--- src/rtl/double_hash_open_table_macros.svh ---
// ----------------------------------------------------------------------------
// Assertion macros for the double hash open table
// Short forms for implication checks, clocked on clk and idle in reset.
// ----------------------------------------------------------------------------
`ifndef DOUBLE_HASH_OPEN_TABLE_MACROS_SVH
`define DOUBLE_HASH_OPEN_TABLE_MACROS_SVH

// Same-cycle implication.
`define DHOT_ASSERT_SAME(label, ante, cons, msg) \
    label: assert property (@(posedge clk) disable iff (!rst_n) (ante) |-> (cons)) \
        else $error(msg);

// Next-cycle implication.
`define DHOT_ASSERT_NEXT(label, ante, cons, msg) \
    label: assert property (@(posedge clk) disable iff (!rst_n) (ante) |=> (cons)) \
        else $error(msg);

`endif

--- src/rtl/dhot_pkg.sv ---
// ----------------------------------------------------------------------------
// dhot_pkg
// Shared constants and control types of the double hash open table.
// ----------------------------------------------------------------------------
`default_nettype none

package dhot_pkg;

    localparam int TABLE_SIZE = 32768;
    localparam int KEY_BYTES  = 7;
    localparam int IDX_W      = $clog2(TABLE_SIZE);
    localparam int KEY_W      = 8 * KEY_BYTES;
    localparam int CNT_W      = IDX_W + 1;
    localparam int ENTRY_W    = KEY_W + 2;

    localparam logic [1:0] OP_INSERT = 2'd0;
    localparam logic [1:0] OP_SEARCH = 2'd1;
    localparam logic [1:0] OP_DELETE = 2'd2;

    localparam logic [1:0] ST_OK       = 2'd0;
    localparam logic [1:0] ST_NOTFOUND = 2'd1;
    localparam logic [1:0] ST_DUP      = 2'd2;
    localparam logic [1:0] ST_FULL     = 2'd3;

    localparam logic [31:0] DJB_INIT = 32'd5381;
    localparam logic [31:0] MUR_INIT = 32'd97777;
    localparam logic [31:0] MUR_MULT = 32'h5bd1e995;
    localparam logic [10:0] AUX_INIT = 11'd101;

    typedef struct packed {
        logic       load_in;
        logic       hash_step;
        logic       probe_init;
        logic       probe_rd;
        logic       probe_adv;
        logic       clear_wr;
        logic       wr_insert;
        logic       wr_delete;
        logic       res_load;
        logic [1:0] res_status;
        logic       res_use_slot;
    } dhot_cmd_t;

    typedef struct packed {
        logic [1:0] op;
        logic       table_full;
        logic       hash_last;
        logic       walk_end;
        logic       occ;
        logic       tomb;
        logic       key_match;
        logic       clear_last;
        logic       out_free;
    } dhot_stat_t;

endpackage

`default_nettype wire

--- src/rtl/dhot_ctrl.sv ---
// ----------------------------------------------------------------------------
// dhot_ctrl
// Sequencer: clearing pass, hashing, probe walk and result hand-off.
// ----------------------------------------------------------------------------
`default_nettype none

module dhot_ctrl
    import dhot_pkg::*;
(
    input  wire logic       clk,
    input  wire logic       rst_n,
    input  wire logic       s_tvalid,
    output logic            s_tready,
    input  wire dhot_stat_t st,
    output dhot_cmd_t       cmd
);

    typedef enum logic [2:0] {
        S_CLEAR, S_IDLE, S_CHECK, S_HASH, S_PINIT, S_PRD, S_PCHK, S_DONE
    } state_t;

    state_t     state_reg, state_next;
    logic [1:0] rstat_reg, rstat_next;
    logic       ruse_reg, ruse_next;

    assign s_tready = (state_reg == S_IDLE);

    always_comb
    begin
        state_next = state_reg;
        rstat_next = rstat_reg;
        ruse_next  = ruse_reg;
        cmd        = '0;
        unique case (state_reg)
            S_CLEAR:
            begin
                cmd.clear_wr = 1'b1;
                if (st.clear_last)
                begin
                    state_next = S_IDLE;
                end
            end
            S_IDLE:
            begin
                if (s_tvalid)
                begin
                    cmd.load_in = 1'b1;
                    state_next  = S_CHECK;
                end
            end
            S_CHECK:
            begin
                ruse_next = 1'b0;
                if (st.op != OP_INSERT && st.op != OP_SEARCH && st.op != OP_DELETE)
                begin
                    rstat_next = ST_NOTFOUND;
                    state_next = S_DONE;
                end
                else if (st.op == OP_INSERT && st.table_full)
                begin
                    rstat_next = ST_FULL;
                    state_next = S_DONE;
                end
                else
                begin
                    state_next = S_HASH;
                end
            end
            S_HASH:
            begin
                cmd.hash_step = 1'b1;
                if (st.hash_last)
                begin
                    state_next = S_PINIT;
                end
            end
            S_PINIT:
            begin
                cmd.probe_init = 1'b1;
                state_next     = S_PRD;
            end
            S_PRD:
            begin
                if (st.walk_end)
                begin
                    rstat_next = (st.op == OP_INSERT) ? ST_FULL : ST_NOTFOUND;
                    state_next = S_DONE;
                end
                else
                begin
                    cmd.probe_rd = 1'b1;
                    state_next   = S_PCHK;
                end
            end
            S_PCHK:
            begin
                state_next = S_DONE;
                if (st.op == OP_INSERT)
                begin
                    if (!st.occ)
                    begin
                        cmd.wr_insert = 1'b1;
                        rstat_next    = ST_OK;
                        ruse_next     = 1'b1;
                    end
                    else if (st.key_match)
                    begin
                        rstat_next = ST_DUP;
                    end
                    else
                    begin
                        cmd.probe_adv = 1'b1;
                        state_next    = S_PRD;
                    end
                end
                else
                begin
                    if (!st.occ && !st.tomb)
                    begin
                        rstat_next = ST_NOTFOUND;
                    end
                    else if (st.occ && st.key_match)
                    begin
                        cmd.wr_delete = (st.op == OP_DELETE);
                        rstat_next    = ST_OK;
                        ruse_next     = 1'b1;
                    end
                    else
                    begin
                        cmd.probe_adv = 1'b1;
                        state_next    = S_PRD;
                    end
                end
            end
            S_DONE:
            begin
                if (st.out_free)
                begin
                    cmd.res_load = 1'b1;
                    state_next   = S_IDLE;
                end
            end
            default:
            begin
                state_next = S_IDLE;
            end
        endcase
        cmd.res_status   = rstat_reg;
        cmd.res_use_slot = ruse_reg;
    end

    always_ff @(posedge clk or negedge rst_n)
    begin
        if (!rst_n)
        begin
            state_reg <= S_CLEAR;
            rstat_reg <= ST_NOTFOUND;
            ruse_reg  <= 1'b0;
        end
        else
        begin
            state_reg <= state_next;
            rstat_reg <= rstat_next;
            ruse_reg  <= ruse_next;
        end
    end

endmodule

`default_nettype wire

--- config.mk ---
export PLATFORM = sky130hd
export DESIGN_NAME = dhot_ctrl
export DESIGN_NICKNAME = d
export VERILOG_FILES = /design/src/rtl/double_hash_open_table_macros.svh /design/src/rtl/dhot_pkg.sv /design/src/rtl/dhot_ctrl.sv
export SDC_FILE = /design/constraint.sdc
export NUM_CORES = 1
export LEC_CHECK = 0
export BUFFER_PORTS_ARGS = -buffer_cell sky130_fd_sc_hd__clkbuf_2
export CELL_PAD_IN_SITES_DETAIL_PLACEMENT = 2
export CELL_PAD_IN_SITES_GLOBAL_PLACEMENT = 2
export CORE_MARGIN = 2
export CORE_UTILIZATION = 23
export DETAILED_ROUTE_END_ITERATION = 6
export PLACE_DENSITY_LB_ADDON = 0.1
export RECOVER_POWER = 25
export SLEW_MARGIN = 30
export SYNTH_ARGS = -nofsm -noshare
export SYNTH_HDL_FRONTEND = slang
export SYNTH_SLANG_ARGS = --single-unit
export TNS_END_PERCENT = 30
--- constraint.sdc ---
create_clock -name clk -period 1.85 [get_ports clk]
set_input_delay 0.185 -clock clk [delete_from_list [all_inputs] [get_ports clk]]
set_output_delay 0.185 -clock clk [all_outputs]
set_load 0.05 [all_outputs]
==> metrics.md, run 1 <==
| Metric | Value |
|---|---|
| Outcome | `completed` |
| Maximum clock rate | `about 570 MHz` |
| Count of pins over their slew limit | `0` |
| Hold path cells | `2` |
| Final setup violation count | `0` |
| Port bufs | `25` |
| Io pins | `26` |
| Post-synth top cells | `nor2_1, nand2_1, dfrtp_1` |
| Share of cells above drive strength 1 | `0.411` |
| Rel. slew slack | `0.722` |
| Worst hold path class | `in2reg` |
| Vias post-DR | `just over 600` |
| CP Depth | `4` |
| Vias per inst | `slightly below 5` |
| CTS root buf | `clkbuf_4` |
| Initial DRC Count | `5` |
| Gr busiest metal | `met2` |
| Antenna violations before repair | `0` |
| H-tree depth | `1` |
| Avg Cell Area, Syn | `8.02 um^2` |
| Nets | `roughly 110` |
| Met3 Usage GRT | `0.0172` |
| Crit path DAT | `1.56 ns` |
| Critical Path Max Stage Delay | `~0.44 ns` |
| Measured slew at the worst slew-check pin | `0.416 ns` |
| Syn Nets | `79` |
| Synth async-reset ratio | `1.00` |
| Clock Latency Late Sink | `approximately 0.24 ns` |
| CP max stage cell | `dfrtp_1` |
| Met2 Use GR | `0.272` |
| GRT Residual Overflow | `0` |
| Startpoint types | `register` |
| Die W | `approximately 52 um` |
| Period utilization | `0.943` |
| Post-synth top flop | `dfrtp_1` |
| First-pass GRT wire length | `roughly 3200 um` |
| Lkg Pwr | `about 0.36 nW` |
| Clock sinks | `6` |
| RSZ-0062 raised after global routing | `false` |
| Reg clk slew, reported paths | `0.04 ns` |
| Core area | `between 2000 and 2500 um^2` |
| Setup ws final | `around 0.11 ns` |
| Die Footprint | `roughly 2700 um^2` |
| Synth unique cells | `40` |
| R2r worst-path depth | `4` |
| # DRC | `0` |
| CTS buffer count | `3` |
| Mapped Cells | `66` |
| Worst-path cell chain | `and2b_2 > nand2_1 > nor4_4 > buf_6` |
| Crit-path leading delay family | `simple AND/OR/NAND/NOR gates` |
| Dpl ws | `0.0230 ns` |
| Number of flip-flops in the largest register | `3` |
| # rows | `17` |
| Max-cap violation count | `0` |
| Initial Util | `0.242` |
| Clock skew | `around 0.0097 ns` |
| Pwr dens | `roughly 1800 nW/um^2` |
| CTS tree | `yes` |
| Worst path buffer plus inverter count | `1` |
| Area grow syn2layout | `42.1%` |
| Die Ht | `52.0 um` |
| Count leader, synth | `nor2_1` |
| Antenna diode count | `0` |
| Global Route Usage Sum | `0.156` |
| Drt wl/cell | `between 10 and 15 um` |
| Clk buf depth | `2` |
| Vias in the first global route | `675` |
| Post-synth top area cell | `dfrtp_1` |
| Met1 GRT Util | `0.207` |
| Top area cells in the synthesized netlist | `dfrtp_1, nor2_1, dfstp_2` |
| GP Congestion | `~0.74` |
| Post-DP HPWL | `1380 um` |
| Worst vdd ir | `0.560 mV` |
| Critical path required time | `1.66 ns` |
| Crit path kind | `reg2out` |
| Mapped Area | `about 530 um^2` |
| Top-area cell type share of the netlist area | `0.236` |
| Final wirelength | `~1800 um` |
| Setup TNS | `0 ns` |
| Fin. Hold Viols | `0` |
| FILL cells | `276` |
| Yosys warnings | `0` |
| DRT Pass-1 Iters | `2` |
| Largest net degree at the start of global routing | `13` |
| Final min period | `1.74 ns` |
| Register area share after synthesis | `0.286` |
| ANT nets after route | `0` |
| Post-synth EDFFs | `0` |
| CP Max Fanout | `6` |
| Register bit total from synthesis | `6` |
| Kind of end point of the critical path | `primary output` |
final cells by class:
class                           count  area (um^2)  area share
Timing Repair Buffer               30          173       0.230
Clock buffer                        4         26.3      0.0349
Multi-Input combinational cell     52          354       0.471
Inverter                            3         11.3      0.0150
Sequential cell                     6          153       0.203
Tap cell                           28         35.0      0.0466
layer usage:
metal	share of wire	routed length [um]
met5	0	0
met3	0.031	56
met4	0	0
met2	0.52	925
met1	0.45	802
worst reg2reg max path, delay by kind of cell (launching register included):
| family | cells | cell delay [ns] |
|---|---|---|
| multiplexers | 1 | 0.31 |
| flip-flops | 1 | 0.44 |
| AO/OA/AOI/OAI | 2 | 0.58 |
| AND/OR/NAND/NOR | 1 | 0.22 |
final timing paths:
path	startpoint	to	slack (ns)
max	state_reg[0]	cmd[4]	0.11
min	st[1]	state_reg[0]	0.21
max reg2reg	state_reg[0]	rstat_reg[1]	0.18
min reg2reg	rstat_reg[0]	rstat_reg[0]	0.46
max in group asynchronous	rst_n	rstat_reg[0]	1.19
min in group asynchronous	rst_n	rstat_reg[1]	0.35
stage by stage:
stage,instances,cell area (um^2),hold slack (ns),total power [mW],util
global placement,116,684,0.0171,1.15,0.312
floorplan,66,544,-0.111,0.988,-
detailed placement,116,684,0.0177,1.16,0.312
global route,123,752,0.215,1.46,0.343
CTS,121,724,0.205,1.30,0.331
finish,123,752,0.209,1.33,0.343
report_power, final:
part           leakage, nW  internal (mW)  switching [mW]
combinational        0.278          0.330           0.588
sequential          0.0660          0.199          0.0857
clock               0.0150         0.0817          0.0481
total                0.359          0.611           0.722
cells in the final DEF, fill, tap and decap left out, drive strengths merged:
cell / Yosys / routed
nor2: 8 / 8
nor2b: 3 / 3
a31oi: 1 / 1
mux2i: 1 / 1
and3b: 1 / 1
a41oi: 1 / 1
buf: 4 / 5
dfrtp: 5 / 5
a22o: 1 / 1
dlygate4sd3: 0 / 1
o22ai: 1 / 1
and2b: 1 / 1
mux2: 1 / 1
a21oi: 4 / 4
nand2b: 1 / 1
nor4: 1 / 1
and2: 2 / 2
dfstp: 1 / 1
nand2: 7 / 7
a311o: 1 / 1
or3: 1 / 1
and3: 1 / 1
nor3: 1 / 1
a2bb2oi: 1 / 1
clkbuf: 1 / 28
or2: 2 / 2
o2111ai: 1 / 1
inv: 3 / 3
o22a: 1 / 1
a211o: 1 / 1
o21ai: 3 / 3
o221ai: 1 / 1
a2111oi: 1 / 1
xnor2: 1 / 1
o31a: 1 / 1
o211ai: 1 / 1
repair_timing:
action	in CTS	in global routing
setup buffers	0	2
resized for setup	2	7
endpoints found under the setup margin	3	4
hold endpoints to repair	6	0
hold buffers	1	0
logic make-up after synthesis:
logic type / synth area share
buffers and inverters: 0.0874
AND/OR/NAND/NOR: 0.291
XOR/XNOR: 0.0166
AO/OA/AOI/OAI: 0.272
multiplexers: 0.0473
flip-flops: 0.286
Power figures use the tool's default switching activity.
==> inputs of run 2 (changes only) <==
Settings changed: CORE_UTILIZATION 23 to 25.
Clock period 1.85 ns to 2.1 ns, I/O delays scaled along.
==> metrics.md, run 2 (synthesis results as in run 1) <==
| Metric | Value |
|---|---|
| Count of pins over their slew limit | `0 (unchanged)` |
| CP Max Fanout | `11 (+5)` |
| Number of flip-flops in the largest register | `3 (unchanged)` |
| Worst-path cell chain | `and2b_1 > nand2_1 > nor4_2 > clkbuf_2` |
| Worst hold path class | `in2reg` |
| Worst vdd ir | `0.471 mV (-16%)` |
| Area grow syn2layout | `31.2%` |
| Final wirelength | `1670 um (-6.1%)` |
| Core area | `1980 um^2 (-9.5%)` |
| Nets | `105 (-3.7%)` |
| Initial DRC Count | `3 (-2)` |
| Rel. slew slack | `0.654 (-0.0686)` |
| Clock sinks | `6 (unchanged)` |
| Antenna diode count | `0 (unchanged)` |
| Critical Path Max Stage Delay | `0.57 ns (+0.13 ns)` |
| Port bufs | `25 (unchanged)` |
| Io pins | `26 (unchanged)` |
| Crit path kind | `reg2out` |
| Drt wl/cell | `14.2 um (-2.1%)` |
| Max-cap violation count | `0 (unchanged)` |
| GRT Residual Overflow | `0 (unchanged)` |
| CTS buffer count | `3 (unchanged)` |
| Reg2reg setup slack | `0.28 ns (+0.10 ns)` |
| Clock skew | `0.0132 ns (+0.00352 ns)` |
| Final min period | `1.97 ns` |
| Maximum clock rate | `just over 500 MHz` |
| CTS root buf | `clkbuf_4` |
| Fin area | `694 um^2 (-7.7%)` |
| Vias in the first global route | `580 (-14%)` |
| Final setup violation count | `0 (unchanged)` |
| Antenna violations before repair | `0 (unchanged)` |
| Die W | `50.0 um (-3.8%)` |
| Startpoint types | `register` |
| DRT Pass-1 Iters | `2 (unchanged)` |
| Kind of end point of the critical path | `primary output` |
| Post-DP HPWL | `1340 um (-2.9%)` |
| Clk buf depth | `2 (unchanged)` |
| # rows | `16 (-1)` |
| Measured slew at the worst slew-check pin | `0.519 ns (+0.103 ns)` |
| Commonest non-fill, non-tap cell in the layout | `clkbuf_2` |
| H-tree depth | `1 (unchanged)` |
| Die Ht | `50.0 um (-3.8%)` |
| CTS tree | `yes` |
| GP Congestion | `0.745 (+0.17%)` |
| Global Route Usage Sum | `0.150 (-0.00549)` |
| FILL cells | `245 (-11%)` |
| Pwr dens | `1590 nW/um^2 (-10%)` |
| Largest net degree at the start of global routing | `18 (+5)` |
| RSZ-0062 raised after global routing | `false` |
| Setup TNS | `0 ns (unchanged)` |
| DP Area | `659 um^2 (-3.7%)` |
| Reg clk slew, reported paths | `0.06 ns (+0.02 ns)` |
| # DRC | `0 (unchanged)` |
| Outcome | `completed` |
| Period utilization | `0.938` |
| Vias post-DR | `588 (-3.8%)` |
| Die Footprint | `2500 um^2 (-7.4%)` |
| Share of cells above drive strength 1 | `0.352 (-0.0589)` |
| Crit path DAT | `1.76 ns (+0.20 ns)` |
| Initial Util | `0.267 (+0.0255)` |
| Commonest cells after routing, fill and taps aside | `clkbuf_2, nor2_1, nand2_1` |
| Fin. Hold Viols | `0 (unchanged)` |
| Vias per inst | `4.98 (+0.31%)` |
| First-pass GRT wire length | `2790 um (-12%)` |
| ANT nets after route | `0 (unchanged)` |
| CP max stage cell | `dfrtp_1` |
| Hold Worst Slack | `0.197 ns (-0.0120 ns)` |
| Clock Latency Late Sink | `0.27 ns (+0.03 ns)` |
| Core Util, Final | `0.350 (+0.00715)` |
| Lkg Pwr | `0.336 nW (-6.3%)` |
| Critical path required time | `1.89 ns (+0.23 ns)` |
run 2: cell count changes in the layout (fill, tap and decap cells not counted), sizes merged:
| cell | before | now |
|---|---|---|
| buf | 5 | 0 |
| clkbuf | 28 | 29 |
run 2: cell type report:
type / instances / area, um^2 / area share
clock buffers: 4 / 26.3 / 0.0378
well taps: 27 / 33.8 / 0.0486
multi-input cells: 52 / 338 / 0.486
flip-flops and latches: 6 / 151 / 0.218
repair buffers: 26 / 134 / 0.193
inverters: 3 / 11.3 / 0.0162
run 2: worst paths after layout:
kind | startpoint | to | cells after the start
worst max-delay path | state_reg[1] | cmd[4] | 4
worst min-delay path | st[1] | state_reg[0] | 2
worst max register to register | state_reg[0] | rstat_reg[1] | 4
worst min register to register | rstat_reg[0] | rstat_reg[0] | 2
max in group asynchronous | rst_n | rstat_reg[0] | 2
min in group asynchronous | rst_n | rstat_reg[1] | 2
run 2: power by group:
group	internal, mW	total, mW	leakage [nW]	switching (mW)
registers	0.172	0.286	0.0671	0.114
clock network	0.0727	0.127	0.0150	0.0541
logic	0.240	0.695	0.254	0.455
run 2: what timing repair did:
| action | CTS | global route |
|---|---|---|
| hold endpoints to repair | 6 | 0 |
| buffers inserted | 0 | 0 |
| resized for setup | 0 | 0 |
| hold buffers | 1 | 0 |
run 2: metal layers:
| metal | track usage | up-vias | routed length, um |
|---|---|---|---|
| met5 | 0 | - | 0 |
| met4 | 0.0694 | 0 | 16 |
| met3 | 0.0424 | 2 | 89 |
| met2 | 0.228 | 16 | 793 |
| met1 | 0.194 | 284 | 775 |
| li1 | - | 286 | - |
run 2: worst max-delay path: cells and delay by family (launching register included):
| family | cells | cell delay [ns] |
|---|---|---|
| flip-flops | 1 | 0.57 |
| AND/OR/NAND/NOR | 3 | 0.63 |
| buffers and inverters | 1 | 0.31 |
run 2: through the flow:
stage | setup slack [ns] | total power, mW | instances
global route | 0.00143 | 1.20 | 118
CTS | 0.0992 | 1.13 | 118
global placement | 0.287 | 0.973 | 113
floorplan | 0.125 | 0.867 | 66
finish | 0.130 | 1.11 | 118
detailed placement | 0.254 | 0.990 | 113
==> inputs of run 3 (changes only) <==
--- a/config.mk
+++ b/config.mk
@@ -12,6 +12,8 @@
 export CORE_UTILIZATION = 25
 export DETAILED_ROUTE_END_ITERATION = 6
+export GPL_TIMING_DRIVEN = 0
 export PLACE_DENSITY_LB_ADDON = 0.1
 export RECOVER_POWER = 25
+export SETUP_SLACK_MARGIN = 0.02
 export SLEW_MARGIN = 30
 export SYNTH_ARGS = -nofsm -noshare
==> constraint.sdc (replaced) <==
create_clock -name clk -period 2.1 [get_ports clk]
set_input_delay 0.21 -clock clk [delete_from_list [all_inputs] [get_ports clk]]
set_output_delay 0.21 -clock clk [all_outputs]
set_load 0.005 [all_outputs]
==> metrics.md, run 3 (synthesis results as in run 1) <==
| Metric | Value |
|---|---|
| Maximum clock rate | `564 MHz (+11%)` |
| Share of cells above drive strength 1 | `0.368 (+0.0168)` |
| Global Route Usage Sum | `0.160 (+0.0100)` |
| Critical Path Max Stage Delay | `0.39 ns (-0.18 ns)` |
| # rows | `16 (unchanged)` |
| Vias per inst | `4.96 (-0.48%)` |
| GRT Residual Overflow | `0 (unchanged)` |
| Nets | `109 (+3.8%)` |
| Fin. Hold Viols | `0 (unchanged)` |
| Io pins | `26 (unchanged)` |
| Die Footprint | `2500 um^2 (unchanged)` |
| Startpoint types | `register` |
| Core Util, Final | `0.363 (+0.0126)` |
| Die W | `50.0 um (unchanged)` |
| Clk buf depth | `2 (unchanged)` |
| Largest net degree at the start of global routing | `11 (-7)` |
| Drt wl/cell | `14.0 um (-1.1%)` |
| Number of flip-flops in the largest register | `3 (unchanged)` |
| H-tree depth | `1 (unchanged)` |
| Rel. slew slack | `0.724 (+0.0703)` |
| Crit path DAT | `1.56 ns (-0.20 ns)` |
| Initial DRC Count | `1 (-2)` |
| Vias post-DR | `605 (+2.9%)` |
| CTS root buf | `clkbuf_4` |
| Commonest non-fill, non-tap cell in the layout | `clkbuf_2` |
| Count of pins over their slew limit | `0 (unchanged)` |
| # Post-CTS Setup Buffers | `0 (unchanged)` |
| CTS resizes | `0 (unchanged)` |
| DRT Pass-1 Iters | `3 (+1)` |
| Core area | `1980 um^2 (unchanged)` |
| RSZ-0062 raised after global routing | `false` |
| Measured slew at the worst slew-check pin | `0.403 ns (-0.116 ns)` |
| Fin cells | `122 (+3.4%)` |
| Antenna violations before repair | `0 (unchanged)` |
| Die Ht | `50.0 um (unchanged)` |
| Final min period | `1.77 ns (-0.197 ns)` |
| Pwr dens | `1290 nW/um^2 (-19%)` |
| FILL cells | `251 (+2.4%)` |
| Outcome | `completed` |
| Cells after DPL | `118 (+4.4%)` |
| Final setup violation count | `0 (unchanged)` |
| CP Max Fanout | `10 (-1)` |
| ANT nets after route | `0 (unchanged)` |
| Worst-path cell chain | `buf_6 > and2b_1 > nand2_1 > nor4_1 > clkbuf_2` |
| Port bufs | `25 (unchanged)` |
| R2r worst-path depth | `4 (unchanged)` |
| Lkg Pwr | `0.355 nW (+5.6%)` |
| DP Area | `688 um^2 (+4.4%)` |
| Area grow syn2layout | `35.9%` |
| Period utilization | `0.844 (-0.0939)` |
| First-pass GRT wire length | `3050 um (+9.4%)` |
| Clock skew | `0.00764 ns (-0.00555 ns)` |
| Setup ws final | `0.327 ns (+0.197 ns)` |
| Initial Util | `0.267 (unchanged)` |
| Post-DP HPWL | `1360 um (+1.7%)` |
| CTS buffer count | `3 (unchanged)` |
| Dpl ws | `0.443 ns (+0.189 ns)` |
| CP max stage cell | `dfrtp_1` |
| Reg clk slew, reported paths | `0.05 ns (about the same)` |
| Worst path buffer plus inverter count | `2 (+1)` |
| Crit-path leading delay family | `simple AND/OR/NAND/NOR gates` |
| GP Congestion | `0.736 (-1.2%)` |
| Commonest cells after routing, fill and taps aside | `clkbuf_2, nor2_1, nand2_1` |
| Crit path kind | `reg2out` |
| Critical path required time | `1.89 ns (about the same)` |
| Worst hold path class | `in2reg` |
| Fin area | `719 um^2 (+3.6%)` |
| Hold path cells | `2 (unchanged)` |
| CP Depth | `5 (+1)` |
| Reg2reg setup slack | `0.42 ns (+0.14 ns)` |
| Worst vdd ir | `0.509 mV (+7.9%)` |
| CTS tree | `yes` |
| Clock sinks | `6 (unchanged)` |
| Final wirelength | `1710 um (+2.2%)` |
| # DRC | `0 (unchanged)` |
| Clock Latency Late Sink | `0.24 ns (-0.03 ns)` |
| Antenna diode count | `0 (unchanged)` |
| Max-cap violation count | `0 (unchanged)` |
| Vias in the first global route | `632 (+9.0%)` |
| Setup TNS | `0 ns (unchanged)` |
| Kind of end point of the critical path | `primary output` |
-- run 3: cell types whose count changed in the layout (fill, tap and decap cells not counted) --
cell,before,now
buf_4,0,2
nor4_1,0,1
buf_6,0,1
buf_2,0,1
nor4_2,1,0
-- run 3: area by class of cell --
cell class	instances	area, um^2	share of cell area
multi-input combinational	52	332	0.461
sequential	6	151	0.210
buffer	4	31.3	0.0435
inverter	3	11.3	0.0157
tap	27	33.8	0.0470
clock buffer	4	26.3	0.0365
timing repair buffer	26	134	0.186
-- run 3: worst paths after layout --
path / start / endpoint
max: state_reg[0] / cmd[4]
min: st[1] / state_reg[0]
max reg2reg: state_reg[0] / rstat_reg[1]
min reg2reg: rstat_reg[0] / rstat_reg[0]
max in group asynchronous: rst_n / rstat_reg[0]
min in group asynchronous: rst_n / rstat_reg[1]
-- run 3: routing by layer --
metal,global-route usage,share of wire
met5,0,0
met4,0.0694,0.0035
met3,0.0152,0.035
met2,0.257,0.50
met1,0.216,0.46
-- run 3: metrics by stage --
step	power [mW]	hold slack, ns
floorplan	0.632	-0.0856
global placement	0.814	0.0389
detailed placement	0.824	0.0429
CTS	0.948	0.212
global route	1.04	0.227
finish	0.929	0.216
-- run 3: worst register-to-register path: stages, from the launching register on --
cell and delay, ns:
dfrtp_1 0.39, nand2b_1 0.19, a2111oi_0 0.40, a311o_1 0.26
mux2_4 0.32
-- run 3: power breakdown --
part	switching [mW]	internal, mW	leakage, nW	total, mW
registers	0.0462	0.174	0.0671	0.220
logic	0.310	0.286	0.273	0.596
clock network	0.0418	0.0720	0.0150	0.114
total	0.398	0.531	0.355	0.929
-- run 3: what timing repair did --
| item | 4_1_cts | 5_1_grt |
|---|---|---|
| endpoints found under the setup margin | 0 | 1 |
| hold endpoints to repair | 6 | 0 |
| hold buffers | 1 | 0 |
